==> config.mk <==
export PLATFORM = sky130hd
export DESIGN_NAME = gpm_dist
export DESIGN_NICKNAME = d
export VERILOG_FILES = /design/src/rtl/gpm_pkg.sv /design/src/rtl/gpm_dist.sv
export SDC_FILE = /design/constraint.sdc
export NUM_CORES = 2
export LEC_CHECK = 0
export BUFFER_PORTS_ARGS = -buffer_cell sky130_fd_sc_hd__buf_2
export CAP_MARGIN = 10
export CORE_UTILIZATION = 45
export DETAILED_ROUTE_END_ITERATION = 16
export PLACE_DENSITY = 0.73
export REMOVE_ABC_BUFFERS = 1
export SLEW_MARGIN = 20
export SYNTH_ARGS = -nofsm -noshare
export SYNTH_HDL_FRONTEND = slang
export SYNTH_SLANG_ARGS = --single-unit
==> constraint.sdc <==
create_clock -name clock -period 10.9 [get_ports clock]
set_clock_uncertainty 0.1 [all_clocks]
set_input_delay 0.545 -clock clock [delete_from_list [all_inputs] [get_ports clock]]
set_output_delay 0.545 -clock clock [all_outputs]
set_load 0.01 [all_outputs]
==> src/rtl/gpm_pkg.sv <==
`default_nettype none

package gpm_pkg;

   // fixed field widths
   localparam int REG_BITS  = 20;
   localparam int LIM_BITS  = 20;
   localparam int ID_BITS   = 16;
   localparam int KIND_BITS = 2;
   localparam int STAT_BITS = 2;
   localparam int CSR_BITS  = 2;
   localparam int SQ_W      = 2 * LIM_BITS;
   localparam int SUM_W     = SQ_W + 2;

   // 9999 cm ceiling in 0.1 mm units
   localparam logic [LIM_BITS-1:0] DIST_CEIL = LIM_BITS'(999900);
   localparam logic [REG_BITS-1:0] MAX_DIST_RESET = REG_BITS'(100);

   // item kinds
   localparam logic [KIND_BITS-1:0] KIND_CLEAR = 2'd0;
   localparam logic [KIND_BITS-1:0] KIND_LOAD  = 2'd1;
   localparam logic [KIND_BITS-1:0] KIND_TRAJ  = 2'd2;

   // result status codes
   localparam logic [STAT_BITS-1:0] STAT_MATCH   = 2'd0;
   localparam logic [STAT_BITS-1:0] STAT_NONE    = 2'd1;
   localparam logic [STAT_BITS-1:0] STAT_SKIPPED = 2'd2;

   // register indexes
   localparam logic [CSR_BITS-1:0] CSR_MAX_DIST = 2'd0;
   localparam logic [CSR_BITS-1:0] CSR_START_X  = 2'd1;
   localparam logic [CSR_BITS-1:0] CSR_START_Y  = 2'd2;
   localparam logic [CSR_BITS-1:0] CSR_START_Z  = 2'd3;

   typedef enum logic [2:0] {
      ST_IDLE,
      ST_CHECK,
      ST_SCAN,
      ST_DRAIN,
      ST_FINISH
   } state_type;

   typedef struct packed {
      logic clear;
      logic load;
      logic kill;
      logic rotate;
   } cell_ctrl_type;

endpackage

`default_nettype wire

==> src/rtl/gpm_dist.sv <==
`default_nettype none

module gpm_dist #(
   parameter int COORD_BITS = 20,
   parameter int IDX_W      = 8
) (
   input  wire logic                            clock,
   input  wire logic                            reset,
   input  wire logic                            init,
   input  wire logic                            valid_in,
   input  wire logic                            live_in,
   input  wire logic signed [COORD_BITS-1:0]    sx,
   input  wire logic signed [COORD_BITS-1:0]    sy,
   input  wire logic signed [COORD_BITS-1:0]    sz,
   input  wire logic [gpm_pkg::ID_BITS-1:0]     sid,
   input  wire logic [IDX_W-1:0]                idx,
   input  wire logic signed [COORD_BITS-1:0]    qx,
   input  wire logic signed [COORD_BITS-1:0]    qy,
   input  wire logic signed [COORD_BITS-1:0]    qz,
   input  wire logic [gpm_pkg::LIM_BITS-1:0]    lim,
   output logic                                 found,
   output logic [gpm_pkg::ID_BITS-1:0]          best_id,
   output logic [IDX_W-1:0]                     best_idx
);
   import gpm_pkg::*;

   localparam int DIF_W = COORD_BITS + 1;
   localparam int ABS_W = (DIF_W > LIM_BITS) ? DIF_W : LIM_BITS;

   // stage a: signed differences
   logic                    va_ff;
   logic signed [DIF_W-1:0] dx_a_ff, dy_a_ff, dz_a_ff;
   logic [ID_BITS-1:0]      id_a_ff;
   logic [IDX_W-1:0]        idx_a_ff;

   // stage b: magnitudes within the per-axis bound
   logic                    vb_ff, vb_in;
   logic [LIM_BITS-1:0]     dx_b_ff, dy_b_ff, dz_b_ff;
   logic [ID_BITS-1:0]      id_b_ff;
   logic [IDX_W-1:0]        idx_b_ff;
   logic signed [DIF_W-1:0] nx, ny, nz;
   logic [ABS_W-1:0]        ax, ay, az, lim_ext;

   // stage c: squares
   logic                    vc_ff;
   logic [SQ_W-1:0]         sqx_ff, sqy_ff, sqz_ff;
   logic [ID_BITS-1:0]      id_c_ff;
   logic [IDX_W-1:0]        idx_c_ff;

   // running best
   logic [SUM_W-1:0]        best_ff, d2;
   logic                    found_ff;
   logic [ID_BITS-1:0]      best_id_ff;
   logic [IDX_W-1:0]        best_idx_ff;
   logic                    better;

   always_ff @(posedge clock) begin
      dx_a_ff  <= DIF_W'(sx) - DIF_W'(qx);
      dy_a_ff  <= DIF_W'(sy) - DIF_W'(qy);
      dz_a_ff  <= DIF_W'(sz) - DIF_W'(qz);
      id_a_ff  <= sid;
      idx_a_ff <= idx;
   end

   always_comb begin
      nx      = -dx_a_ff;
      ny      = -dy_a_ff;
      nz      = -dz_a_ff;
      ax      = ABS_W'(dx_a_ff[DIF_W-1] ? $unsigned(nx) : $unsigned(dx_a_ff));
      ay      = ABS_W'(dy_a_ff[DIF_W-1] ? $unsigned(ny) : $unsigned(dy_a_ff));
      az      = ABS_W'(dz_a_ff[DIF_W-1] ? $unsigned(nz) : $unsigned(dz_a_ff));
      lim_ext = ABS_W'(lim);
      vb_in   = va_ff && (ax < lim_ext) && (ay < lim_ext) && (az < lim_ext);
   end

   always_ff @(posedge clock) begin
      dx_b_ff  <= ax[LIM_BITS-1:0];
      dy_b_ff  <= ay[LIM_BITS-1:0];
      dz_b_ff  <= az[LIM_BITS-1:0];
      id_b_ff  <= id_a_ff;
      idx_b_ff <= idx_a_ff;
   end

   always_ff @(posedge clock) begin
      sqx_ff   <= SQ_W'(dx_b_ff) * SQ_W'(dx_b_ff);
      sqy_ff   <= SQ_W'(dy_b_ff) * SQ_W'(dy_b_ff);
      sqz_ff   <= SQ_W'(dz_b_ff) * SQ_W'(dz_b_ff);
      id_c_ff  <= id_b_ff;
      idx_c_ff <= idx_b_ff;
   end

   always_ff @(posedge clock) begin
      if (reset) begin
         va_ff <= 1'b0;
         vb_ff <= 1'b0;
         vc_ff <= 1'b0;
      end else begin
         va_ff <= valid_in && live_in;
         vb_ff <= vb_in;
         vc_ff <= vb_ff;
      end
   end

   // strict compare keeps the earliest entry on ties
   always_comb begin
      d2     = SUM_W'(sqx_ff) + SUM_W'(sqy_ff) + SUM_W'(sqz_ff);
      better = vc_ff && (d2 < best_ff);
   end

   always_ff @(posedge clock) begin
      if (init) begin
         best_ff <= SUM_W'(SQ_W'(lim) * SQ_W'(lim));
      end else if (better) begin
         best_ff     <= d2;
         best_id_ff  <= id_c_ff;
         best_idx_ff <= idx_c_ff;
      end
   end

   always_ff @(posedge clock) begin
      if (reset || init) begin
         found_ff <= 1'b0;
      end else if (better) begin
         found_ff <= 1'b1;
      end
   end

   assign found    = found_ff;
   assign best_id  = best_id_ff;
   assign best_idx = best_idx_ff;

endmodule

`default_nettype wire

* After elaboration in Yosys (flattened, before gate mapping)
Index checks and enable logic that the tools add are counted.
** Word-level totals
- Bits in registers :: 385
- Latch bits :: 0
- RAM bits :: 0
- ROM bits :: 0
- Output and inout port bits :: 25
- Memories kept :: 0
** Operators by class
- Add/sub/neg operators :: 8
- $mul :: 4
- Div/mod/pow operators :: 0
- Magnitude comparators :: 4
- Eq/ne operators :: 0
- Shifts and indexed selects :: 0
- Muxes and demuxes :: 5
- Bitwise gates (word level) :: 1
- Reduce and logical (&&, ||, !) cells :: 8
** Operators with widths (count)
- $mul A20 B20 Y40 :: 4
- $mux W40 :: 2
- $lt A21 B20 Y1 :: 3
- $mux W21 :: 3
- $neg A21 Y21 :: 3
- $sub A20 B20 Y21 :: 3
- $add A41 B40 Y42 :: 1
- $lt A42 B42 Y1 :: 1
- $add A40 B40 Y41 :: 1
- $logic_and A1 B1 Y1 :: 5
- $reduce_and A2 Y1 :: 1
- $reduce_bool A2 Y1 :: 1
- $logic_or A1 B1 Y1 :: 1
- $not A1 Y1 :: 1

* Logic depth before layout (Yosys ltp)
- Word-level depth :: 6
- Mapped depth :: 29

* Worst setup path before layout
No wires, ideal clock.
- Kind :: input-to-reg
- Start point :: input port lim[15] (netlist name)
- End point :: register best_ff[34] (data pin)
- Library setup time :: 260 ps
- Data arrival time :: 7030 ps
- Data required time :: 10540 ps
- Setup slack :: 3510 ps
- Stages :: 25
- Buffers on the path :: 2
- Cell sequence :: clkbuf_1 -> clkbuf_1 -> nand2_1 -> fa_1 -> inv_1 -> fa_1 -> inv_1 -> fa_1 -> inv_1 -> fa_1 -> fa_1 -> fa_1 -> fa_1 -> ha_1 -> a21o_1 -> a21o_1 -> a21o_1 -> nor3_1 -> o21ai_1 -> a311oi_2 -> o21ai_1 -> a31o_2 -> a21oi_1 -> xnor2_1 -> mux2_2
** Between the ends
- Longest elaborated chain between the ends :: 2
** RTL lines
- start: declaration :: RTL line gpm_dist.sv:20 : input wire logic [gpm_pkg::LIM_BITS-1:0] lim,
- $mul A20 B20 Y40 :: RTL line gpm_dist.sv:112 : best_ff <= SUM_W'(SQ_W'(lim) * SQ_W'(lim));
- $mux W40 :: RTL line gpm_dist.sv:111 : if (init) begin
- end signal: assignment :: RTL line gpm_dist.sv:112
- end: declaration :: RTL line gpm_dist.sv:51 : logic [SUM_W-1:0] best_ff, d2;
Every way passes these cells.
A chain may end at the register's enable or synchronous reset.

* Final worst setup path
- Start point :: register dx_b_ff[4]
- End point :: register sqx_ff[39]
** Between the ends
- Longest elaborated chain between the ends :: 1
** RTL lines
- start: declaration :: RTL line gpm_dist.sv:38 : logic [LIM_BITS-1:0] dx_b_ff, dy_b_ff, dz_b_ff;
- start signal: assignment :: RTL line gpm_dist.sv:77 : dx_b_ff <= ax[LIM_BITS-1:0];
- $mul A20 B20 Y40 :: RTL line gpm_dist.sv:85 : sqx_ff <= SQ_W'(dx_b_ff) * SQ_W'(dx_b_ff);
- end signal: assignment :: RTL line gpm_dist.sv:85
- end: declaration :: RTL line gpm_dist.sv:46 : logic [SQ_W-1:0] sqx_ff, sqy_ff, sqz_ff;
Every way passes these cells.

==> impl_metrics.csv <==
group,metric,value,unit
status,status,"complete, no violations",
route,finalWirelength,158200,microns
route,ant_nets,0,
route,viasPerCell,5.197,
hold_path,hp-class,"input port to flip-flop",
yosys,netlist.area_leader.share,0.3694,
cells_and_area,area_growth,7.385,%
yosys,synthFlopType,"dfxtp_1",
sta,finalSetupViolCount,0,
floorplanning,core_region_area,138200,sq um
sta,hold_viol_final,0,
clock_network,root_buffer,"clkbuf_16",
critical_path,crit_fanout,18,
sta,whs,79.09,ps
floorplanning,start_util,0.4554,
global_routing,grt_max_degree,41,
floorplanning,die_x,375.9,microns
clock_network,postCtsSetupBuffers,0,
clock_network,clk_pin_slew_worst_paths,60,ps
route,drt-pass1-iter-count,5,
place,placed_cells,8607,
clock_network,cts.sinks,382,
route,route.detailed.drc,0,
critical_path,crit_slowest_cell,"dfxtp_1",
cells_and_area,layout_common_cells,"inv_1 (1577), fa_1 (1161), ha_1 (796)",
global_routing,antenna_found_initial,5,
global_routing,grt_pass1_vias,48990,
hold_path,holdPathStages,3,
yosys,ys_seq_area_frac,0.1317,
sta,fmax,123.1,MHz
cells_and_area,mostFrequentLayoutCell,"inv_1",
sta,fin_crit_sh,0.7452,
clock_network,cts_made_buffers,40,
route,vias,45250,
yosys,synth-edff-count,64,
route,first_iter_violations,3047,
sta,finalSetupTns,0,ps
clock_network,cts_hold_buffers,24,
clock_network,post_cts_resized,0,
yosys,synthCells,6668,
place,gp_congestion,0.9443,
critical_path,required,11270,ps
clock_network,h-tree-depth,2,
cells_and_area,num-nets-final,8936,
floorplanning,die_y,375.9,microns
place,placed_cell_area,65990,sq um
critical_path,cpPeakStageDelay,880,ps
critical_path,crit_buf_inv,3,
global_routing,grt_pass1_wl,258300,microns
critical_path,crit_path_end_kind,"flip-flop",
sta,relSlewSlack,0.2155,
run,cap_violations,0,
critical_path,crit_top_cell,"fa_1",
critical_path,critical_path_depth,24,
yosys,synth_area_leaders,"fa_1 (37%), ha_1 (16%), dfxtp_1 (10%)",
global_routing,grt_overflow,0,
critical_path,ff2ff_path_depth,24,
critical_path,critical_path.top_delay_family,"adder cells",
cells_and_area,instances_no_fill,8707,
yosys,synth_area,62930,sq um
yosys,yosysTopAreaCell,"fa_1",
floorplanning,die_area,141300,sq um
clock_network,cts_tree,"done",
yosys,ys_async_sr_fraction,0,
place,dp.final_hpwl,130600,microns
sta,tightestPinTransition,1166,ps
route,wl_per_cell,18.17,microns
clock_network,clk_latency,610,ps
floorplanning,ios,194,
global_routing,grt.total_usage,0.2312,
place,io_buffers,193,
cells_and_area,drive_gt1_frac,0.05495,
yosys,syn_area_per_cell,9.437,sq um
critical_path,worstPathArrival,8490,ps
yosys,ys_seq_elements,382,
cells_and_area,final_cell_area,67570,sq um
sta,final-max-slew-violation-count,0,
critical_path,start_kind,"flip-flop",
sta,rsz0062_at_grt,"no",
yosys,yosysWarningCount,0,
floorplanning,fp-row-count,136,
yosys,ys_types,78,
sta,fin_crit,8122,ps
critical_path,critPathKind,"flip-flop to flip-flop",
critical_path,crit_path_cell_trace,"inv_1 > nor2_1 > fa_1 > ha_1 > a21o_1 > fa_1 > fa_1 > inv_1 > fa_1 > inv_1 > fa_1 > fa_1 > ha_1 > nand3_1 > o22ai_1 > o21a_1 > or4b_4 > a21oi_2 > a31oi_1 > or3_4 > a221oi_4 > o21ai_1 > a21oi_2 > xnor2_1",
clock_network,clockBufferDepth,3,
final cells by class:
type                       instances  area (sq um)
inverter                        1586          5953
timing repair buffer             271          1612
antenna                            2         5.005
clock inverter                    22         232.7
multi-input combinational       4529         48040
tap                             1863          2331
sequential                       382          8288
fill                           12740         70600
clock buffer                      52          1106
cells in the mapped netlist (64+ instances only):
library cell	number
fa_1	1161
and2_1	240
edfxtp_1	64
ha_1	796
clkbuf_1	169
xnor2_1	226
nand2_1	592
a21o_1	124
a21oi_1	239
o21ai_0	97
inv_1	1577
xor2_1	89
nor2_1	284
dfxtp_1	318
registers in the layout, indices dropped and copies added (netlist names):
name and count:
idx_b_ff 8, dx_b_ff 20, sqz_ff 39, id_c_ff 16
best_id 16, va_ff 1, id_b_ff 16, dz_a_ff 21
best_idx 8, vc_ff 1, sqx_ff 39, idx_a_ff 8
best_ff 42, dy_b_ff 20, vb_ff 1, sqy_ff 39
dy_a_ff 21, id_a_ff 16, dz_b_ff 20, dx_a_ff 21
found 1, idx_c_ff 8
per-layer routing:
| layer | vias up | track usage | share of wire |
|---|---|---|---|
| li1 | 20850 | - | - |
| met1 | 22590 | 0.2972 | 0.41 |
| met2 | 1441 | 0.3983 | 0.49 |
| met3 | 364 | 0.02861 | 0.058 |
| met4 | 2 | 0.08479 | 0.042 |
| met5 | - | 0 | 0.000088 |
metrics by stage:
step	setup WS, ps	utilization
2_1_floorplan	3639	-
3_3_place_gp	2868	0.4776
3_5_place_dp	2686	0.4776
4_1_cts	2826	0.4890
5_1_grt	2470	0.4890
6_report	2778	0.4890
logic make-up (layout without fill, tap and decap cells):
family,count (synthesis),after routing,synth area share
flip-flops,382,382,0.1317
other,2,5,0.0001193
AND/OR/NAND/NOR,1456,1456,0.1087
buffers and inverters,1758,1931,0.1049
XOR/XNOR,315,315,0.04384
adder cells (fa/ha/maj),1957,1957,0.5276
AO/OA/AOI/OAI,769,769,0.07802
multiplexers,29,29,0.005130
final timing paths:
path,start,end,slack [ps]
worst min register to register,id_a_ff[5]$_DFF_P_,id_b_ff[5]$_DFF_P_,220
worst max register to register,dx_b_ff[4]$_DFF_P_,sqx_ff[39]$_DFF_P_,2780
worst min-delay path,live_in,va_ff$_SDFF_PP0_,80
worst max-delay path,dx_b_ff[4]$_DFF_P_,sqx_ff[39]$_DFF_P_,2780
worst register-to-register path, stage by stage (launching register included):
cell and delay, ps:
dfxtp_1 880, inv_1 330, nor2_1 270, fa_1 500, ha_1 320, a21o_1 170
fa_1 450, fa_1 540, inv_1 60, fa_1 530, inv_1 60, fa_1 470
fa_1 490, ha_1 330, nand3_1 170, o22ai_1 150, o21a_1 220, or4b_4 510
a21oi_2 190, a31oi_1 140, or3_4 370, a221oi_4 360, o21ai_1 140, a21oi_2 160
xnor2_1 80
Power is left out: the tool's default activity adds up to more than one toggle a clock period on the data nets, which glitch-free logic cannot reach.
