==> src/rtl/gpm_pkg.sv <==
`default_nettype none

package gpm_pkg;

   // fixed field widths
   localparam int REG_BITS  = 20;
   localparam int LIM_BITS  = 20;
   localparam int ID_BITS   = 16;
   localparam int KIND_BITS = 2;
   localparam int STAT_BITS = 2;
   localparam int CSR_BITS  = 2;
   localparam int SQ_W      = 2 * LIM_BITS;
   localparam int SUM_W     = SQ_W + 2;

   // 9999 cm ceiling in 0.1 mm units
   localparam logic [LIM_BITS-1:0] DIST_CEIL = LIM_BITS'(999900);
   localparam logic [REG_BITS-1:0] MAX_DIST_RESET = REG_BITS'(100);

   // item kinds
   localparam logic [KIND_BITS-1:0] KIND_CLEAR = 2'd0;
   localparam logic [KIND_BITS-1:0] KIND_LOAD  = 2'd1;
   localparam logic [KIND_BITS-1:0] KIND_TRAJ  = 2'd2;

   // result status codes
   localparam logic [STAT_BITS-1:0] STAT_MATCH   = 2'd0;
   localparam logic [STAT_BITS-1:0] STAT_NONE    = 2'd1;
   localparam logic [STAT_BITS-1:0] STAT_SKIPPED = 2'd2;

   // register indexes
   localparam logic [CSR_BITS-1:0] CSR_MAX_DIST = 2'd0;
   localparam logic [CSR_BITS-1:0] CSR_START_X  = 2'd1;
   localparam logic [CSR_BITS-1:0] CSR_START_Y  = 2'd2;
   localparam logic [CSR_BITS-1:0] CSR_START_Z  = 2'd3;

   typedef enum logic [2:0] {
      ST_IDLE,
      ST_CHECK,
      ST_SCAN,
      ST_DRAIN,
      ST_FINISH
   } state_type;

   typedef struct packed {
      logic clear;
      logic load;
      logic kill;
      logic rotate;
   } cell_ctrl_type;

endpackage

`default_nettype wire

==> src/rtl/gpm_cell.sv <==
`default_nettype none

module gpm_cell #(
   parameter int COORD_BITS = 20
) (
   input  wire logic                            clock,
   input  wire logic                            reset,
   input  wire gpm_pkg::cell_ctrl_type          ctrl,
   input  wire logic signed [COORD_BITS-1:0]    load_x,
   input  wire logic signed [COORD_BITS-1:0]    load_y,
   input  wire logic signed [COORD_BITS-1:0]    load_z,
   input  wire logic [gpm_pkg::ID_BITS-1:0]     load_id,
   input  wire logic signed [COORD_BITS-1:0]    nxt_x,
   input  wire logic signed [COORD_BITS-1:0]    nxt_y,
   input  wire logic signed [COORD_BITS-1:0]    nxt_z,
   input  wire logic [gpm_pkg::ID_BITS-1:0]     nxt_id,
   input  wire logic                            nxt_live,
   output logic signed [COORD_BITS-1:0]         x,
   output logic signed [COORD_BITS-1:0]         y,
   output logic signed [COORD_BITS-1:0]         z,
   output logic [gpm_pkg::ID_BITS-1:0]          id,
   output logic                                 live
);
   import gpm_pkg::*;

   logic signed [COORD_BITS-1:0] x_ff, y_ff, z_ff;
   logic signed [COORD_BITS-1:0] x_in, y_in, z_in;
   logic [ID_BITS-1:0]           id_ff, id_in;
   logic                         live_ff, live_in;

   always_comb begin
      x_in  = x_ff;
      y_in  = y_ff;
      z_in  = z_ff;
      id_in = id_ff;
      if (ctrl.load) begin
         x_in  = load_x;
         y_in  = load_y;
         z_in  = load_z;
         id_in = load_id;
      end else if (ctrl.rotate) begin
         x_in  = nxt_x;
         y_in  = nxt_y;
         z_in  = nxt_z;
         id_in = nxt_id;
      end
   end

   always_comb begin
      live_in = live_ff;
      if (ctrl.clear) begin
         live_in = 1'b0;
      end else if (ctrl.load) begin
         live_in = 1'b1;
      end else if (ctrl.kill) begin
         live_in = 1'b0;
      end else if (ctrl.rotate) begin
         live_in = nxt_live;
      end
   end

   always_ff @(posedge clock) begin
      x_ff  <= x_in;
      y_ff  <= y_in;
      z_ff  <= z_in;
      id_ff <= id_in;
   end

   always_ff @(posedge clock) begin
      if (reset) begin
         live_ff <= 1'b0;
      end else begin
         live_ff <= live_in;
      end
   end

   assign x    = x_ff;
   assign y    = y_ff;
   assign z    = z_ff;
   assign id   = id_ff;
   assign live = live_ff;

endmodule

`default_nettype wire

==> config.mk <==
export PLATFORM = sky130hd
export DESIGN_NAME = gpm_cell
export DESIGN_NICKNAME = d
export VERILOG_FILES = /design/src/rtl/gpm_pkg.sv /design/src/rtl/gpm_cell.sv
export SDC_FILE = /design/constraint.sdc
export NUM_CORES = 1
export LEC_CHECK = 0
export ABC_AREA = 1
export BUFFER_PORTS_ARGS = -buffer_cell sky130_fd_sc_hd__buf_2
export CAP_MARGIN = 10
export CORE_ASPECT_RATIO = 1.25
export CORE_MARGIN = 3
export CORE_UTILIZATION = 44
export DETAILED_ROUTE_END_ITERATION = 7
export PLACE_DENSITY = 0.85
export SETUP_SLACK_MARGIN = 0.02
export SKIP_CTS_REPAIR_TIMING = 1
export SLEW_MARGIN = 20
export SYNTH_ARGS = -nofsm -noshare
export SYNTH_HDL_FRONTEND = slang
export SYNTH_SLANG_ARGS = --single-unit
==> constraint.sdc <==
create_clock -name clock -period 4.3 [get_ports clock]
set_input_delay 0.86 -clock clock [delete_from_list [all_inputs] [get_ports clock]]
set_output_delay 0.86 -clock clock [all_outputs]
set_load 0.005 [all_outputs]
## Word level (Yosys, flattened, before mapping)

Index checks and enable logic that the tools add are counted.

| storage, ports and cells | value |
|---|---|
| logic and storage cells | 19 |
| flip-flop bits (word level) | 77 |
| input port bits | 159 |
| output and inout bits | 77 |

| cells by class | value |
|---|---|
| multiplexer cells | 11 |
| reduce and logical (&&, ||, !) cells | 3 |

Operators by type and width:

| operator | count |
|---|---|
| $mux W20 | 6 |
| $mux W16 | 2 |
| $mux W1 | 3 |
| $reduce_bool A3 Y1 | 1 |
| $reduce_bool A2 Y1 | 1 |
| $reduce_or A2 Y1 | 1 |

## Depth between registers and ports, before layout

Gate-level depths: netlist of the first run.

| depth | value |
|---|---|
| depth in word-level cells | 3 |
| mapped depth | 6 |
| depth with buffers taken out | 5 |

## Least setup slack after synthesis of the first run

No wires, ideal clock.

| timing | value |
|---|---|
| path kind | in2reg |
| start point | input ctrl[2] (netlist bit) |
| end point | register id_ff[0] (netlist: id[0]), enable pin |
| stages on the path | 3 |
| path slack | 1.232 ns |
| required time | 3.862 ns |
| arrival time | 2.630 ns |
| path through | buf_6 > inv_4 > nand2_1 |

| between the ends | value |
|---|---|
| word-level cells in the longest chain between the ends | 1 |

Ends and longest elaborated chain:

| item | line | RTL |
|---|---|---|
| from (decl) | gpm_cell.sv:8 | `input wire gpm_pkg::cell_ctrl_type ctrl,` |
| $reduce_bool A2 Y1 (no line) | n/a |  |
| to (signal assigned) | gpm_cell.sv:66 | `id_ff <= id_in;` |
| to (decl) | gpm_cell.sv:28 | `logic [ID_BITS-1:0] id_ff, id_in;` |

Every way passes these cells.
A chain may end at the register's enable or synchronous reset.

## Worst setup path after layout of the first run

| timing | value |
|---|---|
| start point | input ctrl[0] (netlist bit) |
| end point | register x_ff[16] (netlist: x[16]), enable pin |

| between the ends | value |
|---|---|
| word-level cells in the longest chain between the ends | 1 |

Ends and longest elaborated chain:

| item | line | RTL |
|---|---|---|
| $reduce_bool A2 Y1 (no line) | n/a |  |
| to (signal assigned) | gpm_cell.sv:63 | `x_ff <= x_in;` |
| to (decl) | gpm_cell.sv:26 | `logic signed [COORD_BITS-1:0] x_ff, y_ff, z_ff;` |

Every way passes these cells.

==> flow_summary.yaml, run 1 <==
run_status:
  outcome: "finished clean"
grt:
  grt_pass1_wl_um: 13400
  grt_max_degree: 78
  antenna_found_initial: 0
  grt-ovfl-total: 0
  grt_pass1_vias: 2869
  grt.total_usage_pct: 19.4
sta:
  rsz0062_at_grt: "false"
  slew_headroom_pct: 35.4
  timing.hold.ws_ns: 0.579
  finalMaxSlewViolations: 0
  setup_tns_ns: 0
  hold_viol: 0
  fin_ws_ns: 2.49
  period_needed_ns: 1.81
  fin_skew_ns: 0
  tightestPinTransition_ns: 0.969
  fmax_mhz: 553
  period_share_pct: 42.1
  setup_violations: 0
detailed_routing:
  wl_um: 8770
  drtIter0Drc: 130
  num_vias: 3037
  postRouteAntennaNets: 0
  via_per_inst: 4.59
  drtPass1Iterations: 4
  drc: 0
  routedWlPerCell_um: 13.3
synthesis:
  synth_warnings: 0
  synthCells: 333
  netlist_area_mm2: 0.00337
  yosysSeqAreaShare_pct: 68.4
  ys_seq_elements: 77
  ys_types: 13
  syn_nets: 492
  synth_area_per_cell_um2: 10.1
final_layout:
  drive_gt1_share_pct: 46.4
  area_growth_pct: 39.9
  n_antenna_cell: 0
  fin_nets: 723
  stdcell_count: 661
  fill_cells: 611
  fin_area_mm2: 0.00471
clock_network:
  cts_max_level: 3
  insertion_delay_ns: 0.33
  cts_root_buf: "clkbuf_8"
  numCtsBuffers: 9
  clkTransAtPathRegs_ns: 0.07
  ctsLongestPathBuffers: 2
  cts_tree: "yes"
  cts.sinks: 77
setup_path:
  worstSetupEndpointType: "flip-flop"
  cp_max_fo: 77
  worst_ep_required_time_ns: 4.25
  cp-start-kind: "input port"
  path_class: "in2reg"
  r2r_setup_slack_ns: 3.62
  crit_arrival_ns: 1.76
placed_design:
  place_ws_ns: 2.13
  hpwl_um: 6560
  dp_cells: 645
  io_buffers: 235
  placed_area_mm2: 0.00454
  gp_congestion: 0.852
floorplan:
  core_area_mm2: 0.00740
  die_w_um: 84.2
  die_h_um: 104
  start_util_pct: 45.5
  io_pins: 236
  die_area_mm2: 0.00874
  rows: 35
power:
  p_leak_nw: 2.52
  ir_drop_mv: 0.219
  p_per_area_mw_per_mm2: 354
run:
  max-cap-violations: 0
min_path:
  min_path_type: "reg2reg"
per-layer routing:
| layer | part of all wire (%) | routed length, um | track usage [%] |
|---|---|---|---|
| met2 | 51 | 4460 | 33.5 |
| met3 | 9.0 | 788 | 4.69 |
| met4 | 3.6 | 314 | 9.77 |
| met1 | 37 | 3200 | 22.0 |
| met5 | 0 | 0 | 0 |
cells in the final DEF (no fill, tap or decap), drive strengths merged:
cell,synthesis,layout
buf,17,237
nand3,1,1
clkinv,0,4
clkbuf,0,9
edfxtp,76,76
or2,1,1
dfxtp,1,1
inv,3,4
nor2,3,3
nand2,231,231
clkinvlp,0,2
Yosys cell counts:
master	count	share of area, %
nand3_1	1	0.15
nor2_1	3	0.33
nand2_2	10	1.9
or2_2	1	0.19
buf_6	5	1.7
buf_4	4	0.89
dfxtp_1	1	0.59
edfxtp_1	76	68
nand2_1	221	25
buf_2	7	1.0
buf_8	1	0.45
inv_1	2	0.22
inv_4	1	0.19
through the flow:
step | utilization [%] | power [mW]
floorplan | - | 1.06
global placement | 61.4 | 1.21
detailed placement | 61.4 | 1.23
CTS | 63.6 | 1.69
global route | 63.6 | 1.75
finish | 63.6 | 1.67
kinds of logic (layout without fill, tap and decap cells):
kind of cell | count (synthesis) | in the layout | synth area share, %
buf+inv | 20 | 256 | 4.46
flops | 77 | 77 | 68.4
simple gates | 236 | 236 | 27.2
flip-flops by register name, indices dropped and copies added, names as in the netlist:
| signal | cells |
|---|---|
| id | 16 |
| z | 20 |
| y | 20 |
| live | 1 |
| x | 20 |
layout make-up:
cell class	instances	area, um2	area share [%]
clock buffer	9	124	2.63
clock inverter	7	41.3	0.877
inverter	3	13.8	0.292
multi-input combinational	236	922	19.6
sequential	77	2300	48.9
tap	92	115	2.44
timing repair buffer	237	1190	25.3
report_power, final:
group / internal, mW / leakage [nW] / switching, mW / total (mW)
Sequential: 0.919 / 0.791 / 0.0207 / 0.940
Combinational: 0.129 / 1.65 / 0.137 / 0.266
Clock: 0.205 / 0.0805 / 0.257 / 0.462
Total: 1.25 / 2.52 / 0.414 / 1.67
worst paths after layout:
| path | endpoint | startpoint | cells after the start |
|---|---|---|---|
| worst max register to register | live | live | 4 |
| worst max-delay path | x[16] | ctrl[0] | 3 |
| worst min-delay path | live | live | 4 |
| worst min register to register | live | live | 4 |
worst max-delay path: stages:
cell and delay (ns):
buf_2 0.10, inv_1 0.06, nand2_4 0.69
(Power assumes the default switching activity.)
==> run 2, diff against run 1 <==
Settings changed: ABC_AREA 1 to 0, CORE_UTILIZATION 44 to 41, PLACE_DENSITY 0.85 to 0.8.
Clock period 4.3 ns to 1.7 ns, I/O delays scaled along.
==> run 2 against run 1 <==
First-iteration DRC count down 50%. Sequential share of layout area down 0.98 points. Flip-flop and latch count unchanged. Combinational power rose to 2.6 times the previous value. Power rose to 2.5 times the previous value. Count of clock-buffer cells in the layout up 2. Core utilization down 2.3 points. Synthesized cell count down 50%. Die area up 5.8%. Design area up 2.0%. Critical path type is now reg2out. Highest routed layer unchanged.
==> flow_summary.yaml, run 2 <==
final_layout:
  fin_nets: 568
  n_antenna_cell: 0
  layout_common_cells: "buf_2 (234), edfxtp_1 (76), mux2_2 (57), mux2_4 (19), clkbuf_8 (9)"
  area_growth_pct: 44.2
  fin_area_mm2: 0.00481
  drive_gt1_share_pct: 79.4
  utilization_pct: 61.3
  layout_commonest_cell: "buf_2"
setup_path:
  worst_ep_required_time_ns: 1.36
  cp_slowest_cell: "edfxtp_1"
  path_class: "reg2out"
  worstSetupEndpointType: "primary output"
  cp-start-kind: "flip-flop"
  crit_arrival_ns: 0.88
  cp_cell_sequence: "buf_2"
  cp_top_family: "flip-flops"
  critical-path-max-stage-delay_ns: 0.40
  cp_num_buf_inv: 1
  cp_max_fo: 1
grt:
  grt-ovfl-total: 0
  grt_pass1_wl_um: 12000
  grt.total_usage_pct: 17.4
  grt_max_degree: 35
  grt_pass1_vias: 2454
  antenna_found_initial: 0
clock_network:
  cts.sinks: 77
  insertion_delay_ns: 0.33
  cts_tree: "yes"
  ctsLongestPathBuffers: 2
  numCtsBuffers: 9
  clkTransAtPathRegs_ns: 0.07
  cts_max_level: 3
  cts_root_buf: "clkbuf_8"
run_status:
  outcome: "finished clean"
sta:
  rsz0062_at_grt: "false"
  period_needed_ns: 1.22
  setup_tns_ns: 0
  timing.hold.ws_ns: 0.194
  finalMaxSlewViolations: 0
  period_share_pct: 71.5
  fmax_mhz: 823
  hold_viol: 0
  setup_violations: 0
  tightestPinTransition_ns: 0.259
  slew_headroom_pct: 82.5
  fin_skew_ns: 0
synthesis:
  ys_types: 10
  ys_seq_elements: 77
  yosysMostFrequentCell: "edfxtp_1"
  yosysSeqAreaShare_pct: 69.1
  synth.top_cell.area_share_pct: 68.5
  synth_compound_area_share_pct: 0.263
  post_synth_xor_area_fraction_pct: 0
  synth_top_family_by_area: "multiplexers"
  synthCells: 166
  synth_warnings: 0
  yosysTopAreaCell: "edfxtp_1"
  netlist_area_mm2: 0.00333
  synth_edf_count: 76
  syn_nets: 325
  ys.flop_type: "edfxtp_1"
  synth_area_per_cell_um2: 20.1
  synth_area_leaders: "edfxtp_1 (68%), mux2_2 (19%), mux2_4 (8.6%)"
  yosys.area_share.simple_pct: 0.450
  synth_fa_ha_area_share_pct: 0
  synth_mux_area_share_pct: 28.1
  async_flop_share_pct: 0
  synthTopCellsByCount: "edfxtp_1 (76), mux2_2 (57), mux2_4 (19)"
floorplan:
  die_area_mm2: 0.00925
  io_pins: 236
  die_h_um: 107
  core_area_mm2: 0.00784
  start_util_pct: 42.5
  die_w_um: 86.6
  rows: 36
run:
  max-cap-violations: 0
power:
  ir_drop_mv: 0.438
  p_leak_nw: 2.23
  p_per_area_mw_per_mm2: 870
min_path:
  min_path_type: "in2reg"
detailed_routing:
  drc: 0
  postRouteAntennaNets: 0
  via_per_inst: 4.66
  drtIter0Drc: 65
  num_vias: 2369
  routedWlPerCell_um: 16.0
  drtPass1Iterations: 4
  wl_um: 8120
placed_design:
  hpwl_um: 6440
  placed_area_mm2: 0.00466
  gp_congestion: 0.689
  io_buffers: 235
==> run 2: final timing paths <==
kind | from | to | slack, ns | depth (start not counted)
max | x[19] | x[19] | 0.48 | 1
min | ctrl[1] | live | 0.19 | 2
max reg2reg | live | live | 0.94 | 2
min reg2reg | live | live | 0.56 | 2
==> run 2: power by group <==
group / internal, mW / switching (mW)
sequential: 2.32 / 0.0512
clock: 0.506 / 0.604
combinational: 0.426 / 0.271
total: 3.26 / 0.926
==> run 2: final cells by class <==
| cell class | count | area [um2] |
|---|---|---|
| clock buffer | 11 | 131 |
| clock inverter | 4 | 16.3 |
| fill | 615 | 3030 |
| multi-input combinational | 80 | 963 |
| sequential | 77 | 2300 |
| tap | 95 | 119 |
| timing repair buffer | 241 | 1270 |
==> run 2: per-layer routing <==
layer | up-vias | wire (um) | GRT usage, %
met4 | 0 | 174 | 8.35
met2 | 140 | 4290 | 29.7
li1 | 1135 | - | -
met1 | 1080 | 2880 | 20.0
met5 | - | 0 | 0
met3 | 14 | 780 | 4.38
==> run 2: metrics by stage <==
step           worst slack (ns)  total power, mW  cells
3_5_place_dp              0.209             3.13    493
5_1_grt                   0.426             4.40    508
2_1_floorplan          -0.00737             2.69    166
6_report                  0.484             4.18    508
3_3_place_gp              0.252             3.11    493
4_1_cts                   0.434             4.26    508
==> run 2: cell families (layout without fill, tap and decap cells) <==
logic type | count (synthesis) | count (layout)
mux | 77 | 77
flops | 77 | 77
buf+inv | 9 | 256
simple gates | 2 | 2
compound gates | 1 | 1
==> run 3, diff against run 2 <==
Settings changed: CORE_UTILIZATION 41 to 37, PLACE_DENSITY 0.8 to 0.76.
Clock period 1.7 ns to 1.1 ns, I/O delays scaled along.
==> run 3 against run 2 <==
The run now ends with setup timing left. Via count increased by 2.5%. Die area increased by 10%. Setup slack got worse by 0.50 ns. Critical path depth unchanged. Critical endpoint is now z[19]. Largest power group unchanged.
==> flow_summary.yaml, run 3 (synthesis gave the netlist of run 2 again) <==
setup_path:
  worstSetupEndpointType: "primary output"
  cp_num_buf_inv: 1
  worstReg2RegEnd: "live"
  r2r_setup_slack_ns: 0.39
  cp_top_family: "flip-flops"
  path_class: "reg2out"
  r2r-start: "live"
  r2r_cells: 2
  cp_max_fo: 1
  cp_slowest_cell: "edfxtp_1"
  crit_arrival_ns: 0.89
  cp-start-kind: "flip-flop"
  worst_ep_required_time_ns: 0.88
  critical-path-max-stage-delay_ns: 0.40
  cp_cell_sequence: "buf_2"
detailed_routing:
  drtPass1Iterations: 4
  via_per_inst: 4.48
  num_vias: 2429
  wl_um: 8400
  drc: 0
  postRouteAntennaNets: 0
  routedWlPerCell_um: 15.5
  drtIter0Drc: 39
grt:
  grt_pass1_wl_um: 12500
  grt.total_usage_pct: 16.1
  grt_pass1_vias: 2672
  grt-ovfl-total: 0
  grt_max_degree: 38
  antenna_found_initial: 0
clock_network:
  ctsLongestPathBuffers: 2
  cts.sinks: 77
  cts_tree: "yes"
  cts_max_level: 3
  clkTransAtPathRegs_ns: 0.07
  numCtsBuffers: 9
  insertion_delay_ns: 0.34
  cts_root_buf: "clkbuf_8"
placed_design:
  gp_congestion: 0.751
  hpwl_um: 6730
  io_buffers: 235
sta:
  period_needed_ns: 1.11
  setup_violations: 2
  rsz0062_at_grt: "true"
  finalMaxSlewViolations: 0
  fin_ws_ns: -0.0134
  hold_viol: 0
  timing.hold.ws_ns: 0.0520
  period_share_pct: 101
  fmax_mhz: 898
  tightestPinTransition_ns: 0.238
  fin_skew_ns: 0
  slew_headroom_pct: 83.9
  setup_tns_ns: -0.0197
floorplan:
  die_h_um: 112
  die_w_um: 90.9
  die_area_mm2: 0.0102
  start_util_pct: 38.1
  rows: 38
  io_pins: 236
  core_area_mm2: 0.00875
power:
  seqPwrFrac_pct: 56.3
  p_leak_nw: 2.26
  p_total_mw: 6.51
  p_int_mw: 5.06
  pwr-share-clk_pct: 26.5
  p_per_area_mw_per_mm2: 1330
  ir_drop_mv: 0.691
  power.share.combinational_pct: 17.2
  switchingPower_mw: 1.45
  switching_share_pct: 22.3
min_path:
  min_from: "ctrl[1]"
  min_path_cells: 2
  min_path_type: "in2reg"
  hold_end: "live"
final_layout:
  utilization_pct: 56.0
  layout_common_cells: "buf_2 (234), edfxtp_1 (76), mux2_2 (57), mux2_4 (19), buf_4 (11)"
  fin_nets: 576
  drive_gt1_share_pct: 79.4
  layout_commonest_cell: "buf_2"
  n_antenna_cell: 0
  area_growth_pct: 47.0
run_status:
  outcome: "finished, violations left"
  violations: "setup timing"
run:
  max-cap-violations: 0
[run 3: cell type report]
type | count | area [um2]
Clock buffer | 12 | 135
Clock inverter | 4 | 15.0
Fill cell | 785 | 3850
Multi-Input combinational cell | 80 | 963
Sequential cell | 77 | 2300
Tap cell | 120 | 150
Timing Repair Buffer | 249 | 1330
[run 3: worst max path at each step]
| stage | start | endpoint | depth (start not counted) |
|---|---|---|---|
| global route | z[19] | z[19] | 1 |
| detailed placement | ctrl[2] | y[1] | 3 |
| floorplan | ctrl[2] | id[0] | 4 |
| finish | z[19] | z[19] | 1 |
| CTS | z[19] | z[19] | 1 |
| global placement | ctrl[2] | id[8] | 3 |
[run 3: metrics by stage]
step           cells  area (um2)  setup WS (ns)
2_1_floorplan    166        3350         -0.487
3_3_place_gp     526        4750         -0.147
3_5_place_dp     526        4750         -0.179
4_1_cts          542        4900        -0.0529
5_1_grt          542        4900        -0.0600
6_report         542        4900        -0.0134
[run 3: routing by layer]
metal  global-route usage, %  routed length (um)  vias up
met5                       0                   0        -
met4                    8.85                 245        0
met3                    5.83                 799       17
met2                    29.5                4510      144
met1                    15.6                2850     1116
li1                        -                   -     1152
[run 3: power by group through the flow]
| stage | Sequential, mW | Clock [mW] | Combinational [mW] |
|---|---|---|---|
| 6_report | 3.67 | 1.73 | 1.12 |
| 5_1_grt | 3.70 | 1.93 | 1.22 |
| 4_1_cts | 3.68 | 1.81 | 1.14 |
| 3_5_place_dp | 3.74 | 0 | 1.14 |
| 3_3_place_gp | 3.73 | 0 | 1.10 |
| 2_1_floorplan | 3.79 | 0 | 0.378 |
